==> config.mk <==
export PLATFORM = sky130hd
export DESIGN_NAME = query_field_extract_decode_unit_flat
export DESIGN_NICKNAME = d
export VERILOG_FILES = /design/src/rtl/qfed_pkg.sv /design/src/rtl/qfed_query_if.sv /design/src/rtl/qfed_result_if.sv /design/src/rtl/query_field_extract_decode_unit.sv /design/src/flat_wrapper.sv
export SDC_FILE = /design/constraint.sdc
export NUM_CORES = 1
export LEC_CHECK = 0
export BUFFER_PORTS_ARGS = -buffer_cell sky130_fd_sc_hd__buf_2
export CORE_MARGIN = 4
export CORE_UTILIZATION = 45
export DETAILED_ROUTE_END_ITERATION = 8
export PLACE_DENSITY_LB_ADDON = 0.05
export REMOVE_ABC_BUFFERS = 1
export SYNTH_ARGS = -nofsm -noshare
export SYNTH_HDL_FRONTEND = slang
export SYNTH_SLANG_ARGS = --single-unit
==> constraint.sdc <==
create_clock -name clk -period 8.2 [get_ports clk]
set_clock_uncertainty 0.1 [all_clocks]
set_input_delay 1.64 -clock clk [delete_from_list [all_inputs] [get_ports clk]]
set_output_delay 1.64 -clock clk [all_outputs]
set_load 0.03 [all_outputs]
==> src/rtl/qfed_pkg.sv <==
`default_nettype none
// ----------------------------------------------------------------------------
// Query field extract/decode package
// Shared widths, character codes, parse phases, status codes and register
// indexes of the query field extract/decode unit.
// ----------------------------------------------------------------------------
package qfed_pkg;

    localparam int BYTE_W     = 8;
    localparam int LENGTH_W   = 4;
    localparam int CAPACITY_W = 16;
    localparam int KEY_TEXT_W = 64;
    localparam int CFG_DATA_W = 64;
    localparam int CFG_INDEX_W = 2;
    localparam int STATUS_W   = 2;
    localparam int NIBBLE_W   = 4;

    localparam logic [BYTE_W-1:0] CHAR_END   = 8'h00;
    localparam logic [BYTE_W-1:0] CHAR_PLUS  = 8'h2B;
    localparam logic [BYTE_W-1:0] CHAR_PCT   = 8'h25;
    localparam logic [BYTE_W-1:0] CHAR_AMP   = 8'h26;
    localparam logic [BYTE_W-1:0] CHAR_EQ    = 8'h3D;
    localparam logic [BYTE_W-1:0] CHAR_SPACE = 8'h20;

    localparam logic [CAPACITY_W-1:0] CAPACITY_RESET = 16'd256;

    typedef enum logic [2:0] {
        PH_KEY,
        PH_SKIP,
        PH_VALUE,
        PH_ESC_HI,
        PH_ESC_LO,
        PH_DONE
    } phase_t;

    typedef enum logic [STATUS_W-1:0] {
        ST_NOT_FOUND = 2'd0,
        ST_FOUND     = 2'd1,
        ST_ERROR     = 2'd2
    } status_t;

    typedef enum logic [CFG_INDEX_W-1:0] {
        REG_KEY_TEXT       = 2'd0,
        REG_KEY_LENGTH     = 2'd1,
        REG_VALUE_CAPACITY = 2'd2
    } reg_index_t;

    typedef enum logic {
        KIND_BYTE   = 1'b0,
        KIND_STATUS = 1'b1
    } kind_t;

    // Hex digit decode: valid flag and nibble value
    typedef struct packed {
        logic                ok;
        logic [NIBBLE_W-1:0] value;
    } nibble_t;

    function automatic nibble_t nibble_of(input logic [BYTE_W-1:0] b);
        nibble_t n;
        n.ok    = 1'b1;
        n.value = '0;
        if (b >= 8'h30 && b <= 8'h39)
        begin
            n.value = NIBBLE_W'(b - 8'h30);
        end
        else if (b >= 8'h61 && b <= 8'h66)
        begin
            n.value = NIBBLE_W'(b - 8'h57);
        end
        else if (b >= 8'h41 && b <= 8'h46)
        begin
            n.value = NIBBLE_W'(b - 8'h37);
        end
        else
        begin
            n.ok = 1'b0;
        end
        return n;
    endfunction

endpackage
`default_nettype wire

==> src/rtl/qfed_query_if.sv <==
`default_nettype none
// ----------------------------------------------------------------------------
// Query byte channel
// Valid/ready channel carrying one query string byte per word.
// ----------------------------------------------------------------------------
interface qfed_query_if;
    logic                        valid;
    logic                        ready;
    logic [qfed_pkg::BYTE_W-1:0] query_byte;

    modport source (output valid, output query_byte, input ready);
    modport sink   (input valid, input query_byte, output ready);
endinterface
`default_nettype wire

==> src/rtl/qfed_result_if.sv <==
`default_nettype none
// ----------------------------------------------------------------------------
// Result channel
// Valid/ready channel carrying a decoded value byte or a final status word.
// ----------------------------------------------------------------------------
interface qfed_result_if;
    logic                          valid;
    logic                          ready;
    logic                          result_kind;
    logic [qfed_pkg::BYTE_W-1:0]   value_byte;
    logic [qfed_pkg::STATUS_W-1:0] match_status;

    modport source (output valid, output result_kind, output value_byte,
                    output match_status, input ready);
    modport sink   (input valid, input result_kind, input value_byte,
                    input match_status, output ready);
endinterface
`default_nettype wire

==> src/rtl/query_field_extract_decode_unit.sv <==
`default_nettype none
// ----------------------------------------------------------------------------
// Query field extract/decode unit
// Scans a zero-terminated URL query string, selects the first pair whose key
// matches the configured key and streams its percent-decoded value bytes,
// followed by one final status word.
// ----------------------------------------------------------------------------
// The unit takes at most one query byte per cycle and gives at most one result word
// per byte, in the cycle after the byte is accepted. Each byte is handled by a
// single registered update of the parse state; the result register lets a new
// byte be accepted in the same cycle that the previous result word is taken,
// so a stream sustains one byte per clock while the result side keeps up.
// Value bytes come out as they are decoded; a status word ends each run
// (not found, found, error), and after an error the consumer drops the value
// bytes it already received. Bytes after the status are consumed silently up
// to and including the terminating zero byte. Write the key and capacity
// registers only while no string is in progress.
// ----------------------------------------------------------------------------
module query_field_extract_decode_unit #(
    parameter int KEY_MAX_BYTES = 8
) (
    input  wire logic                                 clk,
    input  wire logic                                 rst_n,
    qfed_query_if.sink                                query,
    qfed_result_if.source                             result,
    input  wire logic                                 cfg_write,
    input  wire logic [qfed_pkg::CFG_INDEX_W-1:0]     cfg_index,
    input  wire logic [qfed_pkg::CFG_DATA_W-1:0]      cfg_data
);

    localparam int KEY_W = 8 * KEY_MAX_BYTES;

    // configuration registers
    logic [KEY_W-1:0]                    key_text_reg;
    logic [qfed_pkg::LENGTH_W-1:0]       key_length_reg;
    logic [qfed_pkg::CAPACITY_W-1:0]     value_capacity_reg;

    // parse state
    qfed_pkg::phase_t                    phase_reg, phase_next;
    logic [qfed_pkg::LENGTH_W-1:0]       key_position_reg, key_position_next;
    logic                                key_mismatch_reg, key_mismatch_next;
    logic [qfed_pkg::CAPACITY_W-1:0]     value_count_reg, value_count_next;
    logic [qfed_pkg::NIBBLE_W-1:0]       high_nibble_reg, high_nibble_next;

    // result register
    logic                                result_valid_reg;
    logic                                result_kind_reg, result_kind_next;
    logic [qfed_pkg::BYTE_W-1:0]         value_byte_reg, value_byte_next;
    logic [qfed_pkg::STATUS_W-1:0]       match_status_reg, match_status_next;
    logic                                emit_next;

    logic                                accept;
    logic [qfed_pkg::BYTE_W-1:0]         b;
    logic [qfed_pkg::BYTE_W-1:0]         key_byte;
    logic                                key_hit;
    qfed_pkg::nibble_t                   nib;
    logic [qfed_pkg::BYTE_W-1:0]         plain_byte;
    logic [qfed_pkg::BYTE_W-1:0]         esc_byte;
    logic [qfed_pkg::CAPACITY_W-1:0]     cap_eff;
    logic [qfed_pkg::CAPACITY_W:0]       count_plus;
    logic                                full;

    assign query.ready = !result_valid_reg || result.ready;
    assign accept      = query.valid && query.ready;
    assign b           = query.query_byte;

    assign result.valid        = result_valid_reg;
    assign result.result_kind  = result_kind_reg;
    assign result.value_byte   = value_byte_reg;
    assign result.match_status = match_status_reg;

    // select the key byte at the current match position
    always_comb
    begin
        key_byte = '0;
        for (int i = 0; i < KEY_MAX_BYTES; i++)
        begin
            if (key_position_reg == qfed_pkg::LENGTH_W'(i))
            begin
                key_byte = key_text_reg[8*i +: 8];
            end
        end
    end

    assign key_hit = (key_position_reg < key_length_reg)
                  && ({1'b0, key_position_reg} < (qfed_pkg::LENGTH_W+1)'(KEY_MAX_BYTES))
                  && (key_byte == b);

    assign nib        = qfed_pkg::nibble_of(b);
    assign plain_byte = (b == qfed_pkg::CHAR_PLUS) ? qfed_pkg::CHAR_SPACE : b;
    assign esc_byte   = {high_nibble_reg, nib.value};
    assign cap_eff    = (value_capacity_reg == '0) ? qfed_pkg::CAPACITY_W'(1)
                                                   : value_capacity_reg;
    assign count_plus = {1'b0, value_count_reg} + (qfed_pkg::CAPACITY_W+1)'(1);
    assign full       = count_plus >= {1'b0, cap_eff};

    // next parse state
    always_comb
    begin
        phase_next        = phase_reg;
        key_position_next = key_position_reg;
        key_mismatch_next = key_mismatch_reg;
        value_count_next  = value_count_reg;
        high_nibble_next  = high_nibble_reg;
        if (b == qfed_pkg::CHAR_END)
        begin
            // end of string restarts the parse from any phase
            phase_next        = qfed_pkg::PH_KEY;
            key_position_next = '0;
            key_mismatch_next = 1'b0;
            value_count_next  = '0;
            high_nibble_next  = '0;
        end
        else
        begin
            unique case (phase_reg)
                qfed_pkg::PH_KEY:
                begin
                    if (b == qfed_pkg::CHAR_AMP)
                    begin
                        key_position_next = '0;
                        key_mismatch_next = 1'b0;
                    end
                    else if (b == qfed_pkg::CHAR_EQ)
                    begin
                        if (!key_mismatch_reg && key_position_reg == key_length_reg)
                        begin
                            phase_next       = qfed_pkg::PH_VALUE;
                            value_count_next = '0;
                        end
                        else
                        begin
                            phase_next = qfed_pkg::PH_SKIP;
                        end
                    end
                    else if (key_hit)
                    begin
                        key_position_next = key_position_reg + qfed_pkg::LENGTH_W'(1);
                    end
                    else
                    begin
                        key_mismatch_next = 1'b1;
                    end
                end
                qfed_pkg::PH_SKIP:
                begin
                    if (b == qfed_pkg::CHAR_AMP)
                    begin
                        phase_next        = qfed_pkg::PH_KEY;
                        key_position_next = '0;
                        key_mismatch_next = 1'b0;
                    end
                end
                qfed_pkg::PH_VALUE:
                begin
                    if (b == qfed_pkg::CHAR_AMP)
                    begin
                        phase_next = qfed_pkg::PH_DONE;
                    end
                    else if (b == qfed_pkg::CHAR_PCT)
                    begin
                        phase_next = qfed_pkg::PH_ESC_HI;
                    end
                    else if (full)
                    begin
                        phase_next = qfed_pkg::PH_DONE;
                    end
                    else
                    begin
                        value_count_next = count_plus[qfed_pkg::CAPACITY_W-1:0];
                    end
                end
                qfed_pkg::PH_ESC_HI:
                begin
                    if (nib.ok)
                    begin
                        high_nibble_next = nib.value;
                        phase_next       = qfed_pkg::PH_ESC_LO;
                    end
                    else
                    begin
                        phase_next = qfed_pkg::PH_DONE;
                    end
                end
                qfed_pkg::PH_ESC_LO:
                begin
                    if (!nib.ok || esc_byte == qfed_pkg::CHAR_END || full)
                    begin
                        phase_next = qfed_pkg::PH_DONE;
                    end
                    else
                    begin
                        phase_next       = qfed_pkg::PH_VALUE;
                        value_count_next = count_plus[qfed_pkg::CAPACITY_W-1:0];
                    end
                end
                qfed_pkg::PH_DONE:
                begin
                end
                default:
                begin
                    phase_next = qfed_pkg::PH_DONE;
                end
            endcase
        end
    end

    // result word
    always_comb
    begin
        emit_next         = 1'b0;
        result_kind_next  = qfed_pkg::KIND_STATUS;
        value_byte_next   = '0;
        match_status_next = qfed_pkg::ST_NOT_FOUND;
        unique case (phase_reg) inside
            qfed_pkg::PH_KEY, qfed_pkg::PH_SKIP:
            begin
                if (b == qfed_pkg::CHAR_END)
                begin
                    emit_next = 1'b1;
                end
            end
            qfed_pkg::PH_VALUE:
            begin
                if (b == qfed_pkg::CHAR_END || b == qfed_pkg::CHAR_AMP)
                begin
                    emit_next         = 1'b1;
                    match_status_next = qfed_pkg::ST_FOUND;
                end
                else if (b != qfed_pkg::CHAR_PCT)
                begin
                    emit_next = 1'b1;
                    if (full)
                    begin
                        match_status_next = qfed_pkg::ST_ERROR;
                    end
                    else
                    begin
                        result_kind_next = qfed_pkg::KIND_BYTE;
                        value_byte_next  = plain_byte;
                    end
                end
            end
            qfed_pkg::PH_ESC_HI:
            begin
                if (b == qfed_pkg::CHAR_END || !nib.ok)
                begin
                    emit_next         = 1'b1;
                    match_status_next = qfed_pkg::ST_ERROR;
                end
            end
            qfed_pkg::PH_ESC_LO:
            begin
                emit_next = 1'b1;
                if (b == qfed_pkg::CHAR_END || !nib.ok
                    || esc_byte == qfed_pkg::CHAR_END || full)
                begin
                    match_status_next = qfed_pkg::ST_ERROR;
                end
                else
                begin
                    result_kind_next = qfed_pkg::KIND_BYTE;
                    value_byte_next  = esc_byte;
                end
            end
            qfed_pkg::PH_DONE:
            begin
            end
            default:
            begin
            end
        endcase
    end

    always_ff @(posedge clk or negedge rst_n)
    begin
        if (!rst_n)
        begin
            key_text_reg       <= '0;
            key_length_reg     <= '0;
            value_capacity_reg <= qfed_pkg::CAPACITY_RESET;
        end
        else if (cfg_write)
        begin
            unique case (cfg_index)
                qfed_pkg::REG_KEY_TEXT:       key_text_reg <= cfg_data[KEY_W-1:0];
                qfed_pkg::REG_KEY_LENGTH:     key_length_reg <= cfg_data[qfed_pkg::LENGTH_W-1:0];
                qfed_pkg::REG_VALUE_CAPACITY:
                    value_capacity_reg <= cfg_data[qfed_pkg::CAPACITY_W-1:0];
                default:
                begin
                end
            endcase
        end
    end

    always_ff @(posedge clk or negedge rst_n)
    begin
        if (!rst_n)
        begin
            phase_reg        <= qfed_pkg::PH_KEY;
            key_position_reg <= '0;
            key_mismatch_reg <= 1'b0;
            value_count_reg  <= '0;
            high_nibble_reg  <= '0;
        end
        else if (accept)
        begin
            phase_reg        <= phase_next;
            key_position_reg <= key_position_next;
            key_mismatch_reg <= key_mismatch_next;
            value_count_reg  <= value_count_next;
            high_nibble_reg  <= high_nibble_next;
        end
    end

    always_ff @(posedge clk or negedge rst_n)
    begin
        if (!rst_n)
        begin
            result_valid_reg <= 1'b0;
        end
        else if (accept)
        begin
            result_valid_reg <= emit_next;
        end
        else if (result.ready)
        begin
            result_valid_reg <= 1'b0;
        end
    end

    always_ff @(posedge clk)
    begin
        if (accept)
        begin
            result_kind_reg  <= result_kind_next;
            value_byte_reg   <= value_byte_next;
            match_status_reg <= match_status_next;
        end
    end

    // a pending value byte always leaves the parse inside the value
    assert property (@(posedge clk) disable iff (!rst_n)
        (result_valid_reg && result_kind_reg == qfed_pkg::KIND_BYTE)
            |-> (phase_reg == qfed_pkg::PH_VALUE))
        else $error("value byte pending outside value phase");

    // a pending status word always leaves the parse finished or restarted
    assert property (@(posedge clk) disable iff (!rst_n)
        (result_valid_reg && result_kind_reg == qfed_pkg::KIND_STATUS)
            |-> (phase_reg == qfed_pkg::PH_DONE || phase_reg == qfed_pkg::PH_KEY))
        else $error("status pending while parse still active");

    // the value counter is clear whenever a key is being scanned
    assert property (@(posedge clk) disable iff (!rst_n)
        (phase_reg == qfed_pkg::PH_KEY || phase_reg == qfed_pkg::PH_SKIP)
            |-> (value_count_reg == '0))
        else $error("value count not cleared during key scan");

endmodule
`default_nettype wire
==> src/flat_wrapper.sv <==
// flat-port wrapper written by rule: the top's interface ports become plain ports
module query_field_extract_decode_unit_flat 
#(
    parameter int KEY_MAX_BYTES = 8
)
  (clk, rst_n, cfg_write, cfg_index, cfg_data, query_valid, query_query_byte, query_ready, result_valid, result_result_kind, result_value_byte, result_match_status, result_ready);
  qfed_query_if query_i ();
  qfed_result_if result_i ();
  input  wire logic clk;
  input  wire logic rst_n;
  input  wire logic cfg_write;
  input  wire logic [qfed_pkg::CFG_INDEX_W-1:0] cfg_index;
  input  wire logic [qfed_pkg::CFG_DATA_W-1:0] cfg_data;
  input wire logic [$bits(query_i.valid)-1:0] query_valid;
  input wire logic [$bits(query_i.query_byte)-1:0] query_query_byte;
  output wire logic [$bits(query_i.ready)-1:0] query_ready;
  output wire logic [$bits(result_i.valid)-1:0] result_valid;
  output wire logic [$bits(result_i.result_kind)-1:0] result_result_kind;
  output wire logic [$bits(result_i.value_byte)-1:0] result_value_byte;
  output wire logic [$bits(result_i.match_status)-1:0] result_match_status;
  input wire logic [$bits(result_i.ready)-1:0] result_ready;
  assign query_i.valid = query_valid;
  assign query_i.query_byte = query_query_byte;
  assign query_ready = query_i.ready;
  assign result_valid = result_i.valid;
  assign result_result_kind = result_i.result_kind;
  assign result_value_byte = result_i.value_byte;
  assign result_match_status = result_i.match_status;
  assign result_i.ready = result_ready;
  query_field_extract_decode_unit #(.KEY_MAX_BYTES(KEY_MAX_BYTES)) u_core (.clk(clk), .rst_n(rst_n), .query(query_i), .result(result_i), .cfg_write(cfg_write), .cfg_index(cfg_index), .cfg_data(cfg_data));
endmodule
# --- Word level (Yosys, flattened, before mapping) ---
# Index checks and enable logic that the tools add are counted.
# W data, S select, Z words.
word_totals:
  ff_bits: 124
  out_inout_bits: 13
  inputBits: 79
  elab_cells: 171
classes:
  magnitude_cmp: 9
  n_addsub: 5
  eq_ne: 34
  muxes: 74
  n_reduce_logical: 37
op_table:
  columns: ["cell", "count"]
  rows:
  - ["$mux W16", 9]
  - ["$mux W8", 13]
  - ["$pmux W16 S3", 1]
  - ["$mux W4", 11]
  - ["$eq A8 B6 Y1 const B", 4]
  - ["$mux W3", 8]
  - ["$mux W1", 19]
  - ["$pmux W3 S6", 1]
  - ["$add A16 B1 Y17 const B", 1]
  - ["$ge A17 B16 Y1", 1]
  - ["$eq A4 B3 Y1 const B", 4]
  - ["$ge A8 B7 Y1 const B", 2]
  - ["$le A8 B7 Y1 const B", 2]
  - ["$logic_not A16 Y1", 1]
  - ["$logic_not A8 Y1", 2]
  - ["$pmux W8 S2", 1]
  - ["$ne A3 B3 Y1 const B", 5]
  - ["$mux W2", 6]
  - ["$reduce_and A5 Y1", 2]
  - ["$ne A3 B2 Y1 const B", 3]
  - ["$reduce_and A9 Y1", 1]
  - ["$eq A4 B2 Y1 const B", 2]
  - ["$eq A8 B8 Y1", 1]
  - ["$ge A8 B6 Y1 const B", 1]
  - ["other kinds (35)", 58]

# --- Depth between registers and ports, before layout ---
logic_depth:
  depth_word: 16
  mapped_depth: 17
  mapped_depth_nobuf: 15

# --- Worst setup path before layout ---
# OpenSTA, ideal clock, no wires.
synth_timing:
  path_kind: "input-to-reg"
  start: "input port query_query_byte[0]"
  end: "register u_core.value_count_reg[15] (netlist bit)"
  arrival_time_ns: 3.879
  path_stages: 12
  setup_slack_ns: 4.095
  setup_time_ns: 0.126
  n_path_buf: 2
  required_time_ns: 7.974
  cell_sequence: "clkbuf_1 -> inv_2 -> ha_1 -> or3b_1 -> and4_1 -> a21o_1 -> o31a_1 -> nand3_1 -> a311o_1 -> and2_1 -> buf_6 -> a221o_1"
synth_via:
  elab_chain_len: 10
  word_cells_on_any_way: 36
  cone_classes: "add/sub (3); order compare (6); eq/ne (10); mux (7); reduce/logical (10)"
synth_lines:
  columns: ["item", "line_no", "source"]
  rows:
  - ["start, declared", "flat_wrapper.sv:15", "input wire logic [$bits(query_i.query_byte)-1:0] query_query_byte;"]
  - ["$ge A8 B7 Y1 or $le A8 B7 Y1 (tied branches)", "qfed_pkg.sv:71", "else if (b >= 8'h41 && b <= 8'h46)"]
  - ["$logic_and A1 B1 Y1", "qfed_pkg.sv:71", null]
  - ["$mux W4 or $mux W1 (tied branches)", "qfed_pkg.sv:71", null]
  - ["$mux W4 or $mux W1 (tied branches)", "qfed_pkg.sv:67", "else if (b >= 8'h61 && b <= 8'h66)"]
  - ["$mux W4 or $mux W1 (tied branches)", "qfed_pkg.sv:63", "if (b >= 8'h30 && b <= 8'h39)"]
  - ["$logic_not A8 Y1 or $logic_not A1 Y1 (tied branches)", "query_field_extract_decode_unit.sv:187", "if (!nib.ok || esc_byte == qfed_pkg::CHAR_END || full)"]
  - ["$logic_or A1 B1 Y1 (2 in a row)", "query_field_extract_decode_unit.sv:187", null]
  - ["$ne A3 B3 Y1 (no source line)", null, null]
  - ["$reduce_and A9 Y1 (no source line)", null, null]
  - ["end signal, assigned", "query_field_extract_decode_unit.sv:312", "value_count_reg <= value_count_next;"]
  - ["end, declared", "query_field_extract_decode_unit.sv:42", "logic [qfed_pkg::CAPACITY_W-1:0] value_count_reg, value_count_next;"]
# Parallel ways exist; a longest one is shown, timed or not.
# A chain may end at the register's enable or synchronous reset.

# --- Worst setup path in the final report ---
layout_timing:
  start: "input port query_query_byte[1]"
  end: "register u_core.value_count_reg[5] (netlist bit)"
# Same word-level chain as after synthesis.

==> impl_results.md <==
- Core Util, Final: 53.50%
- CP peak stage delay: 0.71 ns
- CTS sink count: 124
- Post-CTS Hold Fix Bufs: 0
- Power Density: 234.5 nW/um^2
- # nets final: 914
- Pleak: 3.749 nW
- Skew-Pair Late Insertion Delay: about 0.43 ns
- Peak Freq: 218.3 MHz
- WS Path Type: input pin to flop
- Initial DRC count: 480
- Max cap viols: 0
- Number of fill cells: about 1500
- HP Class: flop to flop
- Commonest non-fill, non-tap cell in the layout: dfrtp_1
- Hold Fails Final Rpt: 0
- # IOs: 92
- Sequential power share: 39.0%
- Post-synth ARST share: between 90% and 100%
- Chip Width: 136.4 um
- Ant. Diodes: 0
- Crit path launch type: input pin
- Tmin final: roughly 4.6 ns
- Worst-path cell chain: buf_2, inv_1, ha_1, or3b_1, and4_1, a21o_1, o31a_1, nand3_1, a311o_1, nor2_1, a221o_1
- Net Sw Power: 0.6554 mW
- Top delay family on crit path: compound AO/OA/AOI/OAI gates
- RSZ-0062 raised after global routing: no
- Setup TNS: 0 ns
- Area grow syn2layout: 15.44%
- Worst-path clk slew: 0.06 ns
- Worst EP arrival: 4.78 ns
- Switch share: 32.65%
- Critical Path Sink Type: flop
- H-tree Lvls: 4
- CTS tree: done
- Sequential area share after synthesis: ~43%
- Outcome: complete, no violations
- WP buf/inv: 2
- Root buf cell: clkbuf_16
- Antenna Nets Post-Route: 0
- Vias in the first global route: 5945
- Layout cells sized above 1: 26.65%
- WL/cell: 18.26 um
- Worst Max-Slew Pin Slew: 1.038 ns
- Placement-stage cell area: 7990 um^2
- Post-synth EDFFs: 11
- Int Pwr: about 1.4 mW
- Final instance area: 8559 um^2
- Critical path data required time: 8.40 ns
- Synth area leaders: dfrtp_1 (38%), mux2_2 (12%), ha_1 (5.1%), edfxtp_1 (4.5%), a21oi_1 (2.7%)
- Pwr Total: 2.007 mW
- Via-per-instance ratio: 5.706
- Core Footprint: 16000 um^2
- Largest fanout on the critical path: 21
- CTS buffer count: 17
- Full die area: 18590 um^2
- Postcts setup bufs: 0
- Max FFs per register: 64
- Cts repair resizes: 0
- Final setup vio count: 0
- Clock Power Share: between 30% and 40%
- Post-Syn Area: roughly 7400 um^2
- Clk buf depth: 2
- Vias: 5900
- Largest net degree at the start of global routing: 81
- Main flop type after synthesis: dfrtp_1
- Worst path slowest cell: a311o_1
- DRT Pass-1 Iters: 7
- Leading area contributor after synthesis: dfrtp_1
- Antenna violations before repair: 0
- Final Cycle Share: between 50% and 60%
- Flops & latches, synth: 124
- Starting Density: 46.34%
- Total global-route track usage: 21.30%
- Relative slew margins: a little under a third
- Most frequent cells in the layout: dfrtp_1 (112), buf_2 (90), mux2_2 (79), nand2_1 (46), a21oi_1 (40)
- Slew Limit Fails: 0
- Syn. warnings: 0
- Post-DP HPWL: 13740 um
- RePlAce Congestion: 0.8116
- Number of core rows: 46
- First-pass GRT wire length: 31130 um
- Post-synth top area share: 37.80%
- Die Y: 136.4 um
- Syn avg cell area: 10.13 um^2
- IO Port Bufs: 91
- Post-Syn Instances: 732
- DRT Wirelength: 18880 um
- Worst vdd ir: 0.0001485 V
- Synth cell types: approximately 80
- Drc violations: 0
- Logic pwr share: 25.3%
- Grt ovf: 0
cell type report:
type	count	area, um^2	share of cell area [%]
Clock inverter	12	101.3	1.184
Multi-Input combinational cell	526	3915	45.74
Tap cell	216	270.3	3.157
Inverter	40	150.1	1.754
Clock buffer	20	467.9	5.467
Timing Repair Buffer	96	495.5	5.789
Sequential cell	124	3159	36.91
routing by layer:
metal,part of all wire [%],wire (um),GRT usage [%],up-vias
met5,0,0,0,-
met1,46,8692,29.47,2868
met4,1.4,259,5.991,0
li1,-,-,-,2843
met2,48,8999,34.01,169
met3,4.9,927,4.404,20
logic make-up after synthesis:
kind of cell | after synthesis | share of synthesized area (%)
buffers and inverters | 82 | 4.657
AND/OR/NAND/NOR | 210 | 15.73
XOR/XNOR | 25 | 2.953
AO/OA/AOI/OAI | 175 | 16.00
flip-flops | 124 | 42.61
multiplexers | 86 | 12.99
adder cells (fa/ha/maj) | 30 | 5.062
power groups by stage:
stage	Clock, mW	Sequential, mW	Combinational (mW)
6_report	0.718	0.782	0.507
5_1_grt	0.761	0.794	0.563
4_1_cts	0.734	0.782	0.512
3_5_place_dp	0	0.793	0.506
3_3_place_gp	0	0.791	0.499
2_1_floorplan	0	0.781	0.344
synth_stat cells (6+ instances only):
cell type and n:
a22o_1 9, a211oi_1 8, nand3b_1 15, xnor2_1 12, a221o_1 6, nor3_1 9
ha_1 30, mux2_2 79, a21oi_1 40, and3_1 12, clkbuf_1 19, nand2_1 46
buf_2 15, o21ai_0 30, nand4_1 10, xor2_1 13, o31ai_1 6, edfxtp_1 11
nor2_1 32, o21ai_1 12, nand3_1 24, nand2b_1 13, nor2b_1 13, inv_1 39
nor4_1 6, o211ai_1 7, dfrtp_1 112
stage by stage:
step                      setup WS (ns)  hold slack (ns)  std cells
final                             3.620           0.4014       1034
after global routing              3.289           0.4134       1034
after CTS                         3.632           0.4060       1034
after detailed placement          3.198           0.3926       1002
after global placement            3.293           0.3932       1002
after floorplan                  0.8506           0.3717        690
path summary, 6_finish.rpt:
kind	start	end	slack (ns)	cells past startpoint
worst max-delay path	query_query_byte[1]	u_core.value_count_reg[5]$_DFFE_PN0P_	3.62	11
worst min-delay path	u_core.key_text_reg[42]$_DFFE_PN0P_	u_core.key_text_reg[42]$_DFFE_PN0P_	0.40	1
worst max register to register	u_core.value_count_reg[0]$_DFFE_PN0P_	u_core.value_count_reg[5]$_DFFE_PN0P_	3.67	13
worst min register to register	u_core.key_text_reg[42]$_DFFE_PN0P_	u_core.key_text_reg[42]$_DFFE_PN0P_	0.40	1
max in group asynchronous	rst_n	u_core.key_text_reg[47]$_DFFE_PN0P_	5.52	2
min in group asynchronous	rst_n	u_core.value_count_reg[6]$_DFFE_PN0P_	1.07	1
(Power assumes the default switching activity.)
